$ cat src/rtl/sos_pkg.sv
package sos_pkg;

  typedef enum logic [3:0] {
    OP_INSERT = 4'd0,
    OP_REMOVE = 4'd1,
    OP_EXISTS = 4'd2,
    OP_MIN    = 4'd3,
    OP_MAX    = 4'd4,
    OP_RMMIN  = 4'd5,
    OP_RMMAX  = 4'd6,
    OP_PRED   = 4'd7,
    OP_SUCC   = 4'd8,
    OP_PREDRM = 4'd9,
    OP_SUCCRM = 4'd10
  } op_t;

  typedef enum logic [1:0] {
    ST_OK        = 2'd0,
    ST_NOT_FOUND = 2'd1,
    ST_DUPLICATE = 2'd2,
    ST_FULL      = 2'd3
  } status_t;

  // Which cell an operation points at: for select and for removal.
  typedef enum logic [2:0] {
    POS_NONE,
    POS_KEY,
    POS_FIRST,
    POS_LAST,
    POS_PRED,
    POS_SUCC
  } pos_mode_t;

  // Broadcast command to every cell of the chain.
  typedef struct packed {
    logic      ins;
    logic      rm;
    pos_mode_t mode;
  } cell_cmd_t;

  // Per-cell compare flags, seen by both neighbors.
  typedef struct packed {
    logic valid;
    logic lt;
    logic eq;
    logic gt;
  } cell_flags_t;

endpackage

$ cat src/rtl/sorted_ordered_set_top.sv
// Sorted set of distinct keys, held in a row of CAPACITY cells in ascending
// order. A transaction is taken at a rising edge with start high and busy
// low; busy is always low, so one transaction can be taken in every cycle.
// Each transaction gives exactly one result, registered on status, found_value
// and entry_count at the edge that took it and marked by done, which is high for a
// single cycle. The receiver cannot stall, so it must capture the result in that
// cycle. Throughput is one transaction per cycle:
// every cell compares the key against its own entry at once, and the cells
// shift toward a neighbor in the same cycle to open or close a slot. The
// set is empty after reset; no clearing pass is needed. Keys use the low
// KEY_BITS bits of key. An insert of a key already held reports a
// duplicate before fullness is checked. Empty sets and missing neighbors
// report not found, with found_value zero.
module sorted_ordered_set_top import sos_pkg::*; #(
  parameter int CAPACITY = 16,
  parameter int KEY_BITS = 32
) (
  input  logic        clk,
  input  logic        rst,
  input  logic        start,
  output logic        busy,
  input  logic [3:0]  op,
  input  logic [31:0] key,
  output logic        done,
  output logic [1:0]  status,
  output logic [31:0] found_value,
  output logic [4:0]  entry_count
);

  localparam int CW = $clog2(CAPACITY + 1);

  // Edge slots at index 0 and CAPACITY+1 pad the chain at both ends.
  cell_flags_t         fl  [CAPACITY+2];
  logic [KEY_BITS-1:0] ent [CAPACITY+2];
  logic [KEY_BITS-1:0] pk  [CAPACITY];

  logic [KEY_BITS-1:0] key_int;
  logic [CW-1:0]       count;
  logic [CW-1:0]       count_next;
  cell_cmd_t           cmd;
  status_t             st;
  logic                any_eq;
  logic                any_gt;
  logic                empty;
  logic                full;
  logic [KEY_BITS-1:0] picked;

  assign busy    = 1'b0;
  assign key_int = KEY_BITS'(key);

  // Left edge reads as "below the key" so an insert lands at cell 0.
  assign fl[0]            = '{valid: 1'b0, lt: 1'b1, eq: 1'b0, gt: 1'b0};
  assign fl[CAPACITY+1]   = '{valid: 1'b0, lt: 1'b0, eq: 1'b0, gt: 1'b0};
  assign ent[0]           = '0;
  assign ent[CAPACITY+1]  = '0;

  for (genvar i = 0; i < CAPACITY; i++) begin : g_cell
    sos_cell #(
      .KEY_BITS (KEY_BITS)
    ) u_cell (
      .clk         (clk),
      .valid       (count > CW'(i)),
      .key         (key_int),
      .cmd         (cmd),
      .left_flags  (fl[i]),
      .right_flags (fl[i+2]),
      .left_entry  (ent[i]),
      .right_entry (ent[i+2]),
      .flags       (fl[i+1]),
      .entry       (ent[i+1]),
      .pick        (pk[i])
    );
  end

  // Sorted order makes any match or any greater key visible as a plain OR.
  always_comb begin
    any_eq = 1'b0;
    any_gt = 1'b0;
    picked = '0;
    for (int i = 0; i < CAPACITY; i++) begin
      any_eq = any_eq | fl[i+1].eq;
      any_gt = any_gt | fl[i+1].gt;
      picked = picked | pk[i];
    end
  end

  assign empty = (count == '0);
  assign full  = (count == CW'(CAPACITY));

  // Decode: status and the command broadcast to the cells.
  always_comb begin
    st       = ST_OK;
    cmd.ins  = 1'b0;
    cmd.rm   = 1'b0;
    cmd.mode = POS_NONE;
    unique case (op)
      OP_INSERT: begin
        if (any_eq) begin
          st = ST_DUPLICATE;
        end else if (full) begin
          st = ST_FULL;
        end else begin
          cmd.ins = 1'b1;
        end
      end
      OP_REMOVE: begin
        cmd.mode = POS_KEY;
        if (any_eq) begin
          cmd.rm = 1'b1;
        end else begin
          st = ST_NOT_FOUND;
        end
      end
      OP_EXISTS: begin
        if (!any_eq) begin
          st = ST_NOT_FOUND;
        end
      end
      OP_MIN, OP_RMMIN: begin
        cmd.mode = POS_FIRST;
        if (empty) begin
          st = ST_NOT_FOUND;
        end else begin
          cmd.rm = (op == OP_RMMIN);
        end
      end
      OP_MAX, OP_RMMAX: begin
        cmd.mode = POS_LAST;
        if (empty) begin
          st = ST_NOT_FOUND;
        end else begin
          cmd.rm = (op == OP_RMMAX);
        end
      end
      OP_PRED, OP_PREDRM: begin
        cmd.mode = POS_PRED;
        if (!fl[1].lt) begin
          st = ST_NOT_FOUND;
        end else begin
          cmd.rm = (op == OP_PREDRM);
        end
      end
      OP_SUCC, OP_SUCCRM: begin
        cmd.mode = POS_SUCC;
        if (!any_gt) begin
          st = ST_NOT_FOUND;
        end else begin
          cmd.rm = (op == OP_SUCCRM);
        end
      end
      default: begin
        st = ST_OK;
      end
    endcase
    // Cells only move on an accepted transaction.
    if (!start) begin
      cmd.ins = 1'b0;
      cmd.rm  = 1'b0;
    end
  end

  always_comb begin
    priority if (cmd.ins) begin
      count_next = count + 1'b1;
    end else if (cmd.rm) begin
      count_next = count - 1'b1;
    end else begin
      count_next = count;
    end
  end

  always_ff @(posedge clk) begin
    if (rst) begin
      count <= '0;
      done  <= 1'b0;
    end else begin
      count <= count_next;
      done  <= start;
    end
  end

  // Result payload: loaded on each accepted transaction, valid while done marks it.
  always_ff @(posedge clk) begin
    if (start) begin
      status      <= st;
      found_value <= (st == ST_OK) ? 32'(picked) : 32'd0;
      entry_count <= 5'(count_next);
    end
  end

`ifndef SYNTHESIS
  a_count_bound: assert property (@(posedge clk) disable iff (rst)
    count <= CW'(CAPACITY))
    else $error("entry count above capacity");

  a_one_result: assert property (@(posedge clk) disable iff (rst)
    start |=> done)
    else $error("transaction gave no result");

  a_no_extra: assert property (@(posedge clk) disable iff (rst)
    !start |=> !done)
    else $error("result without a transaction");

  a_zero_on_fail: assert property (@(posedge clk) disable iff (rst)
    (done && status != ST_OK) |-> found_value == 32'd0)
    else $error("found value set on a failed transaction");

  for (genvar j = 0; j + 1 < CAPACITY; j++) begin : g_order_chk
    a_sorted: assert property (@(posedge clk) disable iff (rst)
      fl[j+2].valid |-> ent[j+1] < ent[j+2])
      else $error("cell chain out of order");
  end
`endif

endmodule

$ cat src/rtl/sos_cell.sv
module sos_cell import sos_pkg::*; #(
  parameter int KEY_BITS = 32
) (
  input  logic                clk,
  input  logic                valid,
  input  logic [KEY_BITS-1:0] key,
  input  cell_cmd_t           cmd,
  input  cell_flags_t         left_flags,
  input  cell_flags_t         right_flags,
  input  logic [KEY_BITS-1:0] left_entry,
  input  logic [KEY_BITS-1:0] right_entry,
  output cell_flags_t         flags,
  output logic [KEY_BITS-1:0] entry,
  output logic [KEY_BITS-1:0] pick
);

  logic [KEY_BITS-1:0] entry_next;
  logic                rm_here;
  logic                sel;

  always_comb begin
    flags.valid = valid;
    flags.lt    = valid && (entry < key);
    flags.eq    = valid && (entry == key);
    flags.gt    = valid && (entry > key);
  end

  // Cells at or after the removal point take their right neighbor.
  always_comb begin
    unique case (cmd.mode)
      POS_KEY:   rm_here = !flags.lt;
      POS_FIRST: rm_here = 1'b1;
      POS_PRED:  rm_here = !right_flags.lt;
      POS_SUCC:  rm_here = flags.gt;
      default:   rm_here = 1'b0;
    endcase
  end

  always_comb begin
    unique case (cmd.mode)
      POS_FIRST: sel = valid && !left_flags.valid;
      POS_LAST:  sel = valid && !right_flags.valid;
      POS_PRED:  sel = flags.lt && !right_flags.lt;
      POS_SUCC:  sel = flags.gt && !left_flags.gt;
      default:   sel = 1'b0;
    endcase
  end

  assign pick = sel ? entry : '0;

  always_comb begin
    priority if (cmd.ins) begin
      if (flags.lt) begin
        entry_next = entry;
      end else if (left_flags.lt) begin
        entry_next = key;
      end else begin
        entry_next = left_entry;
      end
    end else if (cmd.rm && rm_here) begin
      entry_next = right_entry;
    end else begin
      entry_next = entry;
    end
  end

  always_ff @(posedge clk) begin
    entry <= entry_next;
  end

endmodule
$ cat config.mk
export PLATFORM = sky130hd
export DESIGN_NAME = sorted_ordered_set_top
export DESIGN_NICKNAME = d
export VERILOG_FILES = /design/src/rtl/sos_pkg.sv /design/src/rtl/sorted_ordered_set_top.sv /design/src/rtl/sos_cell.sv
export SDC_FILE = /design/constraint.sdc
export NUM_CORES = 2
export LEC_CHECK = 0
export ABC_AREA = 1
export BUFFER_PORTS_ARGS = -buffer_cell sky130_fd_sc_hd__buf_4
export CAP_MARGIN = 25
export CORE_UTILIZATION = 50
export CTS_CLUSTER_DIAMETER = 150
export DETAILED_ROUTE_END_ITERATION = 12
export PLACE_DENSITY = 0.66
export SYNTH_ARGS = -nofsm -noshare
export SYNTH_HDL_FRONTEND = slang
export SYNTH_SLANG_ARGS = --single-unit
export TNS_END_PERCENT = 20
$ cat constraint.sdc
create_clock -name clk -period 19.6 [get_ports clk]
set_input_delay 3.92 -clock clk [delete_from_list [all_inputs] [get_ports clk]]
set_output_delay 3.92 -clock clk [all_outputs]
set_load 0.01 [all_outputs]
==> metrics.cfg <==
[status]
status=completed

[setup_path]
cp_slowest_cell=buf_4
path_cells=buf_4 > inv_1 > ha_1 > nand2_1 > nor2_1 > and2_1 > nand2_1 > nor2_1 > nand2_1 > nor2_1 > nor2_1 > nand3_1 > nor2_2 > nand2_1 > a21oi_2 > nand2_8 > inv_8 > buf_12 > nand2_2 > buf_4 > o21ai_4 > buf_4
critPathTopFamily=buffers and inverters
cp.arrival_ns=10.41
cpPeakStageDelay_ns=0.69
cp_num_buf_inv=6
startpoint_type=input pin
criticalPathCategory=in2reg
cp-end-kind=flop
reg2reg_slack_ns=12.95
worstPathMaxFanout=143
cp.required_ns=19.88

[cells_and_area]
mostFrequentLayoutCells=2179 x nand2_1, 581 x o21ai_0, 551 x edfxtp_1
finalNetCount=6260
fin_cells=6909
drive_gt1_share_pct=6.048
final_common_cell=nand2_1
fin_area_sq_um=47610
syn_to_final_growth_pct=9.667

[sta]
finalHoldWorstSlack_ns=0.6072
slew-limit-headroom_pct=25.81
setup_slack_ns=9.479
setup_tns_ns=0
setup_viol=0
grt_setup_unrepaired=false
fmax_mhz=98.80
skew_ns=0.02878
finalHoldViolCount=0
worst_pin_slew_ns=1.113
fin_crit_ns=10.12
finalCritPeriodShare_pct=51.64
final_max_slew_viol_count=0

[die]
die_w_um=296.7
initial_core_util_pct=50.75
num_rows=107
core_sq_um=85550
dieArea_sq_um=88000
dieHeight_um=296.7
io_pins=80

[synthesis]
yosys_warnings=0
synthesis.instances=5736
postSynthAreaPerCell_sq_um=7.568
syn_nets=6292
async_flop_share_pct=0
synth_ff_type=edfxtp_1
synth.distinct_cells=46
synthMuxAreaShare_pct=0
synth_adder_area_share_pct=14.90
synth_area_sq_um=43410
synth_top_family_by_area=simple AND/OR/NAND/NOR gates
seq_area_frac_synth_pct=38.39
synth_xor_xnor_area_share_pct=0
synth-simple-area-share_pct=25.72
synth_edf_count=551
synth-seq-cells=557
synth_compound_area_share_pct=15.30

[worst_hold_path]
hp-class=reg2reg

[grt]
antenna_found_initial=9
grt_first_pass_wirelength_um=295700
grt_use_total_pct=47.88
grt_pass1_vias=41110
grt_max_degree=144
overflow=0

[power]
p_int_mw=2.299
power.density_nw_per_um2=70.27
switching_share_pct=31.28
leakage_nw=23.23
seq_power_share_pct=41.5
comb_power_share_pct=18.4
p_sw_mw=1.046
clkPwrFrac_pct=40.1
ir_drop_mv=0.08218

[routing]
first_pass_iters=7
drt_iter0_drc=7221
routed-via-count=44450
drc=0
routedWlPerCell_um=30.72
drt_wl_total_um=212300
ant_nets=0
vias_per_cell=6.433

[cts]
ctsResizeCount=0
cts_tree=done
clk_path_buf_depth=3
cts_root_buf=clkbuf_16
clock-sinks=557
post_cts_buffers=0
cts_buffers=68
hold_buffers=0
clk_pin_slew_ns=0.06
htreeDepth=3
clkLatencyLatePin_ns=0.67

[job]
cap_violations=0

[place]
dp_cells=6775
place.gp.congestion=1.127
post_dp_cell_area_sq_um=45260
io_buffer_count=78
dpl_worst_slack_ns=9.197
hpwl_um=141100

layout make-up:
type                    instances  area [sq um]
clock buffers                  88          1893
repair buffers                159          1304
multi-input cells            4579         24650
flip-flops and latches        557         16670
well taps                    1144          1431
inverters                     339          1280
clock inverters                32         360.3
fillers                      8085         37940
diodes                         11         27.53
power by group through the flow:
stage	Combinational (mW)	Clock, mW	Sequential (mW)
finish	0.615	1.34	1.39
global route	0.646	1.37	1.39
CTS	0.582	1.33	1.39
detailed placement	0.579	0	1.41
global placement	0.572	0	1.41
floorplan	0.313	0	1.40
state kept, by name, summed over array words and instances (netlist names):
signal	count
entry_count	5
count	5
status	2
found_value	32
done	1
g_cell.u_cell.entry	512
worst register-to-register path, cell delays in order (launching register included):
cell and delay (ns):
edfxtp_1 0.52, ha_1 0.35, nand2_1 0.09, nor2_1 0.07
and2_1 0.20, nand2_1 0.19, nor2_1 0.09, nand2_1 0.11
nor2_1 0.05, nor2_1 0.13, nand3_1 0.10, nor2_2 0.11
nand2_1 0.12, a21oi_2 0.27, nand2_8 0.32, inv_8 0.64
buf_12 0.75, nand2_2 0.69, buf_4 0.47, o21ai_4 0.29
buf_4 0.69
synth_stat cells (6+ instances only):
library cell	count	area, sq um
a21o_1	14	105.1
a21oi_1	325	1627
a21oi_2	9	78.83
a22o_1	48	420.4
a2bb2oi_2	14	210.2
a31oi_1	14	87.58
buf_1	15	56.30
buf_2	83	415.4
buf_4	8	60.06
buf_6	10	112.6
clkbuf_1	145	544.3
dfxtp_1	6	120.1
edfxtp_1	551	16550
ha_1	517	6469
inv_1	324	1216
inv_2	10	37.54
nand2_1	2189	8217
nand2_2	8	50.05
nand3_1	126	630.6
nand4_1	74	462.9
nor2_1	425	1595
nor3_1	14	70.07
o211ai_1	9	67.56
o21a_1	35	262.8
o21ai_0	595	2978
o21ai_1	109	545.5
o22ai_1	13	81.33
path summary, 6_finish.rpt:
path                              start                     endpoint  depth (start not counted)
max                             key[31]  g_cell[11].u_cell.entry[17]                         22
min          g_cell[15].u_cell.entry[2]   g_cell[14].u_cell.entry[2]                          2
max reg2reg  g_cell[8].u_cell.entry[27]  g_cell[11].u_cell.entry[17]                         20
min reg2reg  g_cell[15].u_cell.entry[2]   g_cell[14].u_cell.entry[2]                          2
metal layers:
metal  part of all wire, %  global-route usage (%)  routed length, um  vias to the layer above
li1                      -                       -                  -                    19400
met4                   8.6                   35.72              18280                        6
met3                    15                   14.98              30820                      929
met2                    41                   68.10              86330                     3677
met1                    36                   60.73              76800                    20440
met5                 0.013                       0                 27                        -
kinds of logic after synthesis:
logic type,count (synthesis)
and+or+nand+nor,2855
adders and majority gates,517
AOI/OAI and AO/OA,1206
buffers and inverters,600
DFF,557
other,1
metrics by stage:
stage,util [%],power (mW)
2_1_floorplan,-,1.716
3_3_place_gp,52.82,1.983
3_5_place_dp,52.91,1.990
4_1_cts,55.54,3.302
5_1_grt,55.63,3.410
6_report,55.65,3.346
(Power assumes the default switching activity.)
